--- config.mk ---
export PLATFORM = sky130hd
export DESIGN_NAME = image_frame_deframer
export DESIGN_NICKNAME = d
export VERILOG_FILES = /design/src/rtl/core/iffd_pkg.sv /design/src/rtl/core/iffd_front.sv /design/src/rtl/core/iffd_queue.sv /design/src/rtl/core/iffd_back.sv /design/src/rtl/core/image_frame_deframer.sv
export VERILOG_INCLUDE_DIRS = /design/src /design/src/rtl/core
export SDC_FILE = /design/constraint.sdc
export NUM_CORES = 1
export LEC_CHECK = 0
export BUFFER_PORTS_ARGS = -buffer_cell sky130_fd_sc_hd__buf_2
export CAP_MARGIN = 10
export CORE_UTILIZATION = 49
export CTS_CLUSTER_DIAMETER = 120
export CTS_CLUSTER_SIZE = 16
export DETAILED_ROUTE_END_ITERATION = 7
export GPL_TIMING_DRIVEN = 0
export PLACE_DENSITY = 0.75
export SLEW_MARGIN = 20
export SYNTH_ARGS = -nofsm -noshare
export SYNTH_HDL_FRONTEND = slang
export SYNTH_SLANG_ARGS = --single-unit
--- constraint.sdc ---
create_clock -name clk -period 8.8 [get_ports clk]
set_input_delay 0.44 -clock clk [delete_from_list [all_inputs] [get_ports clk]]
set_output_delay 0.44 -clock clk [all_outputs]
set_load 0.03 [all_outputs]
--- src/rtl/core/image_frame_deframer_assert.svh ---
// assertion macros for the image deframer, clocked on clk, held off in reset
`ifndef IMAGE_FRAME_DEFRAMER_ASSERT_SVH
`define IMAGE_FRAME_DEFRAMER_ASSERT_SVH

// same-cycle implication
`define IFFD_ASSERT_SAME(label, ante, cons) \
    label: assert property (@(posedge clk) disable iff (!rst_n) (ante) |-> (cons)) \
        else $error("deframer check failed");

// next-cycle implication
`define IFFD_ASSERT_NEXT(label, ante, cons) \
    label: assert property (@(posedge clk) disable iff (!rst_n) (ante) |=> (cons)) \
        else $error("deframer check failed");

`endif

--- src/rtl/core/iffd_pkg.sv ---
package iffd_pkg;

    // header layout
    localparam int DIGEST_BYTES = 32;
    localparam int HDR_LEN      = 8 + DIGEST_BYTES;
    localparam int HCNT_W       = $clog2(HDR_LEN + 1);
    localparam int NWORDS_RAW   = (DIGEST_BYTES + 7) / 8;
    localparam int NWORDS       = (NWORDS_RAW > 4) ? 4 : NWORDS_RAW;
    // digest bytes kept in the four stored words
    localparam int STORE_BYTES  = (DIGEST_BYTES > 32) ? 32 : DIGEST_BYTES;

    // timers
    localparam int TICK_W = 22;
    localparam logic [TICK_W-1:0] TICK_MAX = {TICK_W{1'b1}};

    // configuration reset values
    localparam logic [31:0]       MAGIC_RESET   = 32'd1296649292;
    localparam logic [TICK_W-1:0] HDR_TO_RESET  = 22'd300000;
    localparam logic [TICK_W-1:0] STALL_RESET   = 22'd20000;

    // configuration register indexes
    localparam logic [1:0] CFG_MAGIC  = 2'd0;
    localparam logic [1:0] CFG_HDR_TO = 2'd1;
    localparam logic [1:0] CFG_STALL  = 2'd2;

    // request types
    localparam logic [1:0] REQ_START = 2'd0;
    localparam logic [1:0] REQ_BYTE  = 2'd1;
    localparam logic [1:0] REQ_TICK  = 2'd2;

    // result kinds
    localparam logic [1:0] KIND_BODY   = 2'd0;
    localparam logic [1:0] KIND_ACCEPT = 2'd1;
    localparam logic [1:0] KIND_DIGEST = 2'd2;
    localparam logic [1:0] KIND_ERROR  = 2'd3;

    // error codes
    localparam logic [2:0] ERR_NONE      = 3'd0;
    localparam logic [2:0] ERR_MAGIC     = 3'd1;
    localparam logic [2:0] ERR_ZERO_SIZE = 3'd2;
    localparam logic [2:0] ERR_HDR_TO    = 3'd3;
    localparam logic [2:0] ERR_STALL     = 3'd4;

    // result queue
    localparam int QDEPTH = 4;
    localparam int QPTR_W = $clog2(QDEPTH);
    localparam int QCNT_W = $clog2(QDEPTH + 1);

    typedef enum logic [1:0] {
        PH_IDLE,
        PH_HEADER,
        PH_DIGEST,
        PH_BODY
    } phase_t;

    // one queued result: data carries body byte, size or digest word,
    // flag carries final or have-digest, code carries error or word index
    typedef struct packed {
        logic [1:0]  kind;
        logic [63:0] data;
        logic        flag;
        logic [2:0]  code;
        logic        last;
    } entry_t;

    typedef struct packed {
        logic   valid;
        entry_t entry;
    } push_t;

    typedef struct packed {
        logic full;
        logic empty;
    } qstat_t;

endpackage

--- src/rtl/core/iffd_front.sv ---
module iffd_front (
    input  logic                          clk,
    input  logic                          rst_n,
    input  logic                          in_valid,
    output logic                          in_stall,
    input  logic [1:0]                    req_type,
    input  logic [7:0]                    rx_byte,
    input  logic                          cfg_valid,
    input  logic [1:0]                    cfg_index,
    input  logic [31:0]                   cfg_data,
    input  iffd_pkg::qstat_t              q_stat,
    output iffd_pkg::push_t               q_push
);

    iffd_pkg::phase_t                     phase_reg, phase_next;
    logic [iffd_pkg::HCNT_W-1:0]          hcount_reg, hcount_next;
    logic                                 match_reg, match_next;
    logic [31:0]                          size_reg, size_next;
    logic                                 nonzero_reg, nonzero_next;
    logic [31:0]                          left_reg, left_next;
    logic [iffd_pkg::TICK_W-1:0]          elapsed_reg, elapsed_next;
    logic [1:0]                           wcnt_reg, wcnt_next;
    logic [63:0]                          digest_reg [4];
    logic [63:0]                          digest_next [4];

    logic [31:0]                          magic_reg;
    logic [iffd_pkg::TICK_W-1:0]          hdr_to_reg;
    logic [iffd_pkg::TICK_W-1:0]          stall_reg;

    logic                                 accept;
    logic [iffd_pkg::HCNT_W-1:0]          dpos;
    logic [iffd_pkg::TICK_W-1:0]          tick_inc;
    logic [iffd_pkg::TICK_W-1:0]          limit;
    logic [31:0]                          left_dec;

    // input held while digest words go out or the queue is full
    assign in_stall = (phase_reg == iffd_pkg::PH_DIGEST) || q_stat.full;
    assign accept   = in_valid && !in_stall;
    assign dpos     = hcount_reg - iffd_pkg::HCNT_W'(8);
    assign tick_inc = (elapsed_reg != iffd_pkg::TICK_MAX) ? elapsed_reg + 1'b1 : elapsed_reg;
    assign limit    = (phase_reg == iffd_pkg::PH_HEADER) ? hdr_to_reg : stall_reg;
    assign left_dec = left_reg - 32'd1;

    // configuration registers
    always_ff @(posedge clk or negedge rst_n)
    begin
        if (!rst_n)
        begin
            magic_reg  <= iffd_pkg::MAGIC_RESET;
            hdr_to_reg <= iffd_pkg::HDR_TO_RESET;
            stall_reg  <= iffd_pkg::STALL_RESET;
        end
        else if (cfg_valid)
        begin
            case (cfg_index)
                iffd_pkg::CFG_MAGIC:  magic_reg  <= cfg_data;
                iffd_pkg::CFG_HDR_TO: hdr_to_reg <= cfg_data[iffd_pkg::TICK_W-1:0];
                iffd_pkg::CFG_STALL:  stall_reg  <= cfg_data[iffd_pkg::TICK_W-1:0];
                default:              ;
            endcase
        end
    end

    // state registers
    always_ff @(posedge clk or negedge rst_n)
    begin
        if (!rst_n)
        begin
            phase_reg   <= iffd_pkg::PH_IDLE;
            hcount_reg  <= '0;
            match_reg   <= 1'b1;
            size_reg    <= '0;
            nonzero_reg <= 1'b0;
            left_reg    <= '0;
            elapsed_reg <= '0;
            wcnt_reg    <= '0;
        end
        else
        begin
            phase_reg   <= phase_next;
            hcount_reg  <= hcount_next;
            match_reg   <= match_next;
            size_reg    <= size_next;
            nonzero_reg <= nonzero_next;
            left_reg    <= left_next;
            elapsed_reg <= elapsed_next;
            wcnt_reg    <= wcnt_next;
        end
    end

    // digest words, no reset
    always_ff @(posedge clk)
    begin
        for (int k = 0; k < 4; k++)
        begin
            digest_reg[k] <= digest_next[k];
        end
    end

    // request decode and next state
    always_comb
    begin
        phase_next   = phase_reg;
        hcount_next  = hcount_reg;
        match_next   = match_reg;
        size_next    = size_reg;
        nonzero_next = nonzero_reg;
        left_next    = left_reg;
        elapsed_next = elapsed_reg;
        wcnt_next    = wcnt_reg;
        for (int k = 0; k < 4; k++)
        begin
            digest_next[k] = digest_reg[k];
        end
        q_push       = '0;

        case (phase_reg)
            iffd_pkg::PH_DIGEST:
            begin
                // one digest word per cycle into the queue while the queue is not full
                if (!q_stat.full)
                begin
                    q_push.valid      = 1'b1;
                    q_push.entry.kind = iffd_pkg::KIND_DIGEST;
                    q_push.entry.data = digest_reg[wcnt_reg];
                    q_push.entry.code = {1'b0, wcnt_reg};
                    if (wcnt_reg == 2'(iffd_pkg::NWORDS - 1))
                    begin
                        q_push.entry.last = 1'b1;
                        phase_next        = iffd_pkg::PH_BODY;
                    end
                    wcnt_next = wcnt_reg + 2'd1;
                end
            end
            default:
            begin
                if (accept)
                begin
                    case (req_type)
                        iffd_pkg::REQ_START:
                        begin
                            phase_next   = iffd_pkg::PH_HEADER;
                            hcount_next  = '0;
                            match_next   = 1'b1;
                            size_next    = '0;
                            nonzero_next = 1'b0;
                            left_next    = '0;
                            elapsed_next = '0;
                        end
                        iffd_pkg::REQ_BYTE:
                        begin
                            if (phase_reg == iffd_pkg::PH_HEADER)
                            begin
                                // magic, then size, then digest bytes
                                if (hcount_reg < iffd_pkg::HCNT_W'(4))
                                begin
                                    if (magic_reg[{hcount_reg[1:0], 3'b000} +: 8] != rx_byte)
                                    begin
                                        match_next = 1'b0;
                                    end
                                end
                                else if (hcount_reg < iffd_pkg::HCNT_W'(8))
                                begin
                                    size_next[{hcount_reg[1:0], 3'b000} +: 8] =
                                        size_reg[{hcount_reg[1:0], 3'b000} +: 8] | rx_byte;
                                end
                                else
                                begin
                                    if (rx_byte != 8'd0)
                                    begin
                                        nonzero_next = 1'b1;
                                    end
                                    if (dpos < iffd_pkg::HCNT_W'(iffd_pkg::STORE_BYTES))
                                    begin
                                        if (dpos[2:0] == 3'd0)
                                        begin
                                            digest_next[dpos[4:3]] = {56'd0, rx_byte};
                                        end
                                        else
                                        begin
                                            digest_next[dpos[4:3]][{dpos[2:0], 3'b000} +: 8] =
                                                rx_byte;
                                        end
                                    end
                                end
                                hcount_next = hcount_reg + 1'b1;

                                // header complete
                                if (hcount_next == iffd_pkg::HCNT_W'(iffd_pkg::HDR_LEN))
                                begin
                                    q_push.valid      = 1'b1;
                                    q_push.entry.last = 1'b1;
                                    phase_next        = iffd_pkg::PH_IDLE;
                                    if (!match_next)
                                    begin
                                        q_push.entry.kind = iffd_pkg::KIND_ERROR;
                                        q_push.entry.code = iffd_pkg::ERR_MAGIC;
                                    end
                                    else if (size_next == 32'd0)
                                    begin
                                        q_push.entry.kind = iffd_pkg::KIND_ERROR;
                                        q_push.entry.code = iffd_pkg::ERR_ZERO_SIZE;
                                    end
                                    else
                                    begin
                                        q_push.entry.kind = iffd_pkg::KIND_ACCEPT;
                                        q_push.entry.data = {32'd0, size_next};
                                        q_push.entry.flag = nonzero_next;
                                        q_push.entry.last = 1'b0;
                                        phase_next        = iffd_pkg::PH_DIGEST;
                                        wcnt_next         = '0;
                                        left_next         = size_next;
                                        elapsed_next      = '0;
                                    end
                                end
                            end
                            else if (phase_reg == iffd_pkg::PH_BODY)
                            begin
                                left_next         = left_dec;
                                elapsed_next      = '0;
                                q_push.valid      = 1'b1;
                                q_push.entry.kind = iffd_pkg::KIND_BODY;
                                q_push.entry.data = {56'd0, rx_byte};
                                q_push.entry.flag = (left_dec == 32'd0);
                                q_push.entry.last = 1'b1;
                                if (left_dec == 32'd0)
                                begin
                                    phase_next = iffd_pkg::PH_IDLE;
                                end
                            end
                        end
                        iffd_pkg::REQ_TICK:
                        begin
                            // saturating timer against the phase's limit
                            if (phase_reg == iffd_pkg::PH_HEADER ||
                                phase_reg == iffd_pkg::PH_BODY)
                            begin
                                elapsed_next = tick_inc;
                                if (tick_inc >= limit)
                                begin
                                    q_push.valid      = 1'b1;
                                    q_push.entry.kind = iffd_pkg::KIND_ERROR;
                                    q_push.entry.code = (phase_reg == iffd_pkg::PH_HEADER) ?
                                                        iffd_pkg::ERR_HDR_TO :
                                                        iffd_pkg::ERR_STALL;
                                    q_push.entry.last = 1'b1;
                                    phase_next        = iffd_pkg::PH_IDLE;
                                end
                            end
                        end
                        default:
                        begin
                        end
                    endcase
                end
            end
        endcase
    end

endmodule

--- src/rtl/core/iffd_queue.sv ---
module iffd_queue (
    input  logic              clk,
    input  logic              rst_n,
    input  iffd_pkg::push_t   q_push,
    input  logic              q_pop,
    output iffd_pkg::entry_t  q_head,
    output iffd_pkg::qstat_t  q_stat
);

    iffd_pkg::entry_t             mem_reg [iffd_pkg::QDEPTH];
    logic [iffd_pkg::QPTR_W-1:0]  wptr_reg, wptr_next;
    logic [iffd_pkg::QPTR_W-1:0]  rptr_reg, rptr_next;
    logic [iffd_pkg::QCNT_W-1:0]  count_reg, count_next;
    logic                         do_push;
    logic                         do_pop;

    assign q_stat.full  = (count_reg == iffd_pkg::QCNT_W'(iffd_pkg::QDEPTH));
    assign q_stat.empty = (count_reg == '0);
    assign do_push      = q_push.valid && !q_stat.full;
    assign do_pop       = q_pop && !q_stat.empty;
    assign q_head       = mem_reg[rptr_reg];

    // pointer and fill count update
    always_comb
    begin
        wptr_next  = do_push ? wptr_reg + 1'b1 : wptr_reg;
        rptr_next  = do_pop ? rptr_reg + 1'b1 : rptr_reg;
        count_next = count_reg;
        if (do_push && !do_pop)
        begin
            count_next = count_reg + 1'b1;
        end
        else if (!do_push && do_pop)
        begin
            count_next = count_reg - 1'b1;
        end
    end

    always_ff @(posedge clk or negedge rst_n)
    begin
        if (!rst_n)
        begin
            wptr_reg  <= '0;
            rptr_reg  <= '0;
            count_reg <= '0;
        end
        else
        begin
            wptr_reg  <= wptr_next;
            rptr_reg  <= rptr_next;
            count_reg <= count_next;
        end
    end

    // entry storage
    always_ff @(posedge clk)
    begin
        if (do_push)
        begin
            mem_reg[wptr_reg] <= q_push.entry;
        end
    end

endmodule

--- src/rtl/core/iffd_back.sv ---
module iffd_back (
    input  logic              clk,
    input  logic              rst_n,
    input  iffd_pkg::entry_t  q_head,
    input  iffd_pkg::qstat_t  q_stat,
    output logic              q_pop,
    output logic              out_valid,
    input  logic              out_stall,
    output logic [1:0]        kind,
    output logic [7:0]        data_byte,
    output logic              final_body_byte,
    output logic [31:0]       frame_size,
    output logic              have_digest,
    output logic [63:0]       digest_word,
    output logic [1:0]        digest_index,
    output logic [2:0]        error_code,
    output logic              run_end
);

    logic         valid_reg, valid_next;
    logic [1:0]   kind_reg, kind_next;
    logic [7:0]   data_reg, data_next;
    logic         final_reg, final_next;
    logic [31:0]  size_reg, size_next;
    logic         have_reg, have_next;
    logic [63:0]  word_reg, word_next;
    logic [1:0]   index_reg, index_next;
    logic [2:0]   error_reg, error_next;
    logic         end_reg, end_next;
    logic         load;

    // output register refills when empty or when its beat is taken
    assign load  = !valid_reg || !out_stall;
    assign q_pop = load && !q_stat.empty;

    // entry to result fields, unused fields zero
    always_comb
    begin
        kind_next  = q_head.kind;
        data_next  = (q_head.kind == iffd_pkg::KIND_BODY) ? q_head.data[7:0] : 8'd0;
        final_next = (q_head.kind == iffd_pkg::KIND_BODY) && q_head.flag;
        size_next  = (q_head.kind == iffd_pkg::KIND_ACCEPT) ? q_head.data[31:0] : 32'd0;
        have_next  = (q_head.kind == iffd_pkg::KIND_ACCEPT) && q_head.flag;
        word_next  = (q_head.kind == iffd_pkg::KIND_DIGEST) ? q_head.data : 64'd0;
        index_next = (q_head.kind == iffd_pkg::KIND_DIGEST) ? q_head.code[1:0] : 2'd0;
        error_next = (q_head.kind == iffd_pkg::KIND_ERROR) ? q_head.code : iffd_pkg::ERR_NONE;
        end_next   = q_head.last;
        valid_next = load ? !q_stat.empty : valid_reg;
    end

    always_ff @(posedge clk or negedge rst_n)
    begin
        if (!rst_n)
        begin
            valid_reg <= 1'b0;
        end
        else
        begin
            valid_reg <= valid_next;
        end
    end

    // result payload
    always_ff @(posedge clk)
    begin
        if (q_pop)
        begin
            kind_reg  <= kind_next;
            data_reg  <= data_next;
            final_reg <= final_next;
            size_reg  <= size_next;
            have_reg  <= have_next;
            word_reg  <= word_next;
            index_reg <= index_next;
            error_reg <= error_next;
            end_reg   <= end_next;
        end
    end

    assign out_valid       = valid_reg;
    assign kind            = kind_reg;
    assign data_byte       = data_reg;
    assign final_body_byte = final_reg;
    assign frame_size      = size_reg;
    assign have_digest     = have_reg;
    assign digest_word     = word_reg;
    assign digest_index    = index_reg;
    assign error_code      = error_reg;
    assign run_end         = end_reg;

endmodule

--- src/rtl/core/image_frame_deframer.sv ---
// Image frame deframer: takes one request beat per cycle when not stalled (start, received byte or
// millisecond tick) and emits header status, digest words, body bytes and errors.
// The byte that completes an accepted header holds the input while the NWORDS
// digest words (four at a 32-byte digest) enter the four-entry result queue; the
// input also stalls whenever that queue is full. Results leave through a registered
// output stage, and configuration writes are always ready.
`include "image_frame_deframer_assert.svh"

module image_frame_deframer (
    input  logic         clk,
    input  logic         rst_n,
    input  logic         in_valid,
    output logic         in_stall,
    input  logic [1:0]   req_type,
    input  logic [7:0]   rx_byte,
    output logic         out_valid,
    input  logic         out_stall,
    output logic [1:0]   kind,
    output logic [7:0]   data_byte,
    output logic         final_body_byte,
    output logic [31:0]  frame_size,
    output logic         have_digest,
    output logic [63:0]  digest_word,
    output logic [1:0]   digest_index,
    output logic [2:0]   error_code,
    output logic         run_end,
    input  logic         cfg_valid,
    output logic         cfg_ready,
    input  logic [1:0]   cfg_index,
    input  logic [31:0]  cfg_data
);

    iffd_pkg::push_t   q_push;
    iffd_pkg::qstat_t  q_stat;
    iffd_pkg::entry_t  q_head;
    logic              q_pop;

    assign cfg_ready = 1'b1;

    // request decode and header state
    iffd_front u_front (
        .clk       (clk),
        .rst_n     (rst_n),
        .in_valid  (in_valid),
        .in_stall  (in_stall),
        .req_type  (req_type),
        .rx_byte   (rx_byte),
        .cfg_valid (cfg_valid),
        .cfg_index (cfg_index),
        .cfg_data  (cfg_data),
        .q_stat    (q_stat),
        .q_push    (q_push)
    );

    // result queue
    iffd_queue u_queue (
        .clk    (clk),
        .rst_n  (rst_n),
        .q_push (q_push),
        .q_pop  (q_pop),
        .q_head (q_head),
        .q_stat (q_stat)
    );

    // output stage
    iffd_back u_back (
        .clk             (clk),
        .rst_n           (rst_n),
        .q_head          (q_head),
        .q_stat          (q_stat),
        .q_pop           (q_pop),
        .out_valid       (out_valid),
        .out_stall       (out_stall),
        .kind            (kind),
        .data_byte       (data_byte),
        .final_body_byte (final_body_byte),
        .frame_size      (frame_size),
        .have_digest     (have_digest),
        .digest_word     (digest_word),
        .digest_index    (digest_index),
        .error_code      (error_code),
        .run_end         (run_end)
    );

    // a full queue must hold the input
    `IFFD_ASSERT_SAME(a_full_stalls, q_stat.full, in_stall)
    // a queue push is never dropped
    `IFFD_ASSERT_SAME(a_no_drop, q_push.valid, !q_stat.full)
    // an accepted header is always followed by digest words
    `IFFD_ASSERT_SAME(a_accept_not_last, out_valid && kind == iffd_pkg::KIND_ACCEPT, !run_end)
    // body bytes and errors close their request
    `IFFD_ASSERT_SAME(a_single_end,
        out_valid && (kind == iffd_pkg::KIND_BODY || kind == iffd_pkg::KIND_ERROR), run_end)
    // a taken beat with a queue backlog is followed by another beat
    `IFFD_ASSERT_NEXT(a_refill, out_valid && !out_stall && !q_stat.empty, out_valid)

endmodule
==> impl_metrics.env <==
export IMPL_synth_area_leaders="edfxtp_1 (52%), dfrtp_1 (10%), mux4_2 (8.6%), and2_1 (4.5%), mux2_2 (2.4%)"
export IMPL_h_tree_depth=2
export IMPL_ff2ff_path_depth=16
export IMPL_rsz0062_at_grt="no"
export IMPL_preCtsSetupSlack_ns=2.55
export IMPL_wl_um=97400
export IMPL_leakagePower_nw=14.7
export IMPL_grt_pass1_wl_um=146000
export IMPL_syn_area_um2=37500
export IMPL_layout_drive_gt1_share_pct=18.1
export IMPL_finalCriticalPeriod_ns=6.36
export IMPL_rrSetupSlack_ns=2.44
export IMPL_cp_end_kind="register"
export IMPL_maxCapViolCount=0
export IMPL_start_util_pct=49.5
export IMPL_drtIter0Drc=2266
export IMPL_gp_congestion=0.961
export IMPL_grt_util_met3_pct=3.66
export IMPL_drc_errors=0
export IMPL_hpwl_um=69300
export IMPL_routed_via_density=6.12
export IMPL_critPathCapture="u_queue.mem_reg[3][55]$_DFFE_PP_"
export IMPL_dp_cells=3796
export IMPL_cts_tree="yes"
export IMPL_clock_sinks=836
export IMPL_outcome="complete, no violations"
export IMPL_finalSetupViolations=0
export IMPL_routedWlPerCell_um=24.9
export IMPL_startpoint_type="register"
export IMPL_placed_cell_area_um2=39900
export IMPL_die_area_um2=77700
export IMPL_ir_worst_vdd_mv=0.168
export IMPL_synth_ff_type="edfxtp_1"
export IMPL_yosys_area_top_type_share_pct=52.3
export IMPL_synthCells=2650
export IMPL_num_io_pins=166
export IMPL_vias=23900
export IMPL_portBuffers=157
export IMPL_core_um2=75800
export IMPL_grt_use_total_pct=25.0
export IMPL_cp_max_fo=43
export IMPL_worst_pin_slew_ns=1.20
export IMPL_slew_headroom_pct=20.0
export IMPL_fmax_mhz=157
export IMPL_grt_pass1_vias=23700
export IMPL_fin_util_pct=54.9
export IMPL_die_w_um=279
export IMPL_cts_setup_buffers=0
export IMPL_clockBufferDepth=3
export IMPL_row_count=101
export IMPL_avgSynthCellArea_um2=14.2
export IMPL_grt_overflow=0
export IMPL_gr_usage_met1_pct=33.9
export IMPL_cts_buffers=58
export IMPL_post_route_cell_area_um2=41600
export IMPL_cp_arrival_ns=6.67
export IMPL_grtUsageMet2_pct=40.4
export IMPL_synth_most_common_cell="edfxtp_1"
export IMPL_r2r_start="u_front.elapsed_reg[15]$_DFFE_PN0P_"
export IMPL_whs_ns=0.0243
export IMPL_grt_busiest_layer="met2"
export IMPL_firstDrtPassIters=6
export IMPL_clk_latency_ns=0.66
export IMPL_finClkSkew_ns=0.0337
export IMPL_required_ns=9.11
export IMPL_yosysWarnings=0
export IMPL_synth_cell_types=84
export IMPL_largest_reg_flops=284
export IMPL_synth_edff_count=654
export IMPL_finalPower_mw=12.8
export IMPL_layout_cells_non_filler=3912
export IMPL_powerDensity_nw_per_um2=308
export IMPL_min_path_type="input pin to register"
export IMPL_tns_ns=0
export IMPL_yosys_register_bits=836
export IMPL_reg2reg_to="u_queue.mem_reg[3][55]$_DFFE_PP_"
export IMPL_synth_top_area_cell="edfxtp_1"
export IMPL_synth_common_cells="edfxtp_1 (654), and2_1 (271), nor2_1 (230)"
export IMPL_seq_area_frac_synth_pct=64.5
export IMPL_nets=2974
export IMPL_crit_start="u_front.elapsed_reg[15]$_DFFE_PN0P_"
export IMPL_grt_max_degree=69
export IMPL_die_height_um=279
export IMPL_antenna_found_initial=6
export IMPL_async_reset_ff_share_pct=21.8
export IMPL_path_clk_slew_ns=0.08
export IMPL_maxSlewViolCount=0
export IMPL_ant_nets=0
export IMPL_area_delta_synth_final_pct=10.9
export IMPL_finalHoldViolCount=0
export IMPL_path_class="register to register"
export IMPL_fin_crit_sh_pct=72.3
export IMPL_cts_root_buf="clkbuf_16"
export IMPL_syn_nets=2745
export IMPL_postLayoutSetupSlackWorst_ns=2.44
## worst min-delay path by stage
| stage | start | to | depth (start not counted) |
|---|---|---|---|
| final | cfg_data[23] | u_front.magic_reg[23]$_DFFE_PN0P_ | 2 |
| after global routing | cfg_data[26] | u_front.magic_reg[26]$_DFFE_PN1P_ | 2 |
| after detailed placement | rst_n | u_front.stall_reg[17]$_DFFE_PN0P_ | 1 |
| after floorplan | rst_n | u_back.out_valid$_DFFE_PN0N_ | 0 |
| after global placement | u_front.nonzero_reg$_DFFE_PN0P_ | u_front.nonzero_reg$_DFFE_PN0P_ | 2 |
| after CTS | cfg_data[23] | u_front.magic_reg[23]$_DFFE_PN0P_ | 2 |
## cell families (layout without fill, tap and decap cells)
family | after synthesis | in the layout | synth area share [%]
flops | 836 | 836 | 64.5
simple gates | 925 | 925 | 12.7
fa+ha+maj | 46 | 46 | 1.55
other cells | 1 | 6 | 0.00999
buf+inv | 195 | 474 | 2.05
mux | 265 | 265 | 12.1
xor+xnor | 38 | 38 | 0.887
compound gates | 344 | 344 | 6.13
## cell usage in the layout (no fill, tap or decap), types with 54 or more instances in the layout
master / count
edfxtp_1: 654
and2_1: 267
nor2_1: 230
nand2_1: 189
clkbuf_1: 174
buf_2: 165
dfrtp_1: 155
mux4_2: 143
o21ai_0: 120
mux2_2: 81
clkbuf_16: 59
nor3_1: 54
## where the power goes
group          total [mW]  switching, mW  internal [mW]
sequential           5.41          0.268           5.14
combinational        4.81           3.13           1.68
clock                2.60           1.33           1.27
## critical path: stages, from the launching register on
cell and delay (ns):
dfrtp_1 0.42, nand2_1 0.14, or3_1 0.44, o31ai_1 0.81
nor2_1 0.29, nand4_1 0.27, nor3_1 0.13, xnor2_1 0.14
ha_1 0.30, nand4_1 0.13, or3_1 0.46, or3_1 0.46
a31oi_1 0.40, a211oi_1 0.12, o21ai_1 0.50, and2_4 0.57
buf_16 0.30
## what timing repair did
| action | CTS | global route |
|---|---|---|
| endpoints found under the hold margin | 48 | 0 |
| endpoints found under the setup margin | 0 | 0 |
| hold buffers | 1 | 0 |
| resized for setup | 0 | 0 |
## layout make-up
| cell class | count | area (µm²) |
|---|---|---|
| inverter | 31 | 116 |
| multi-input combinational | 1619 | 12600 |
| fill | 6045 | 34200 |
| buffer | 164 | 656 |
| sequential | 836 | 24200 |
| antenna | 5 | 12.5 |
| clock inverter | 3 | 45.0 |
| timing repair buffer | 169 | 1110 |
| clock buffer | 107 | 1660 |
| tap | 978 | 1220 |
## routing by layer
metal / wire (µm) / part of all wire, %
met1: 38900 / 40
met2: 46800 / 48
met3: 7370 / 7.6
met4: 4370 / 4.5
met5: 0 / 0
No activity file was read; power rests on OpenSTA's default activity.
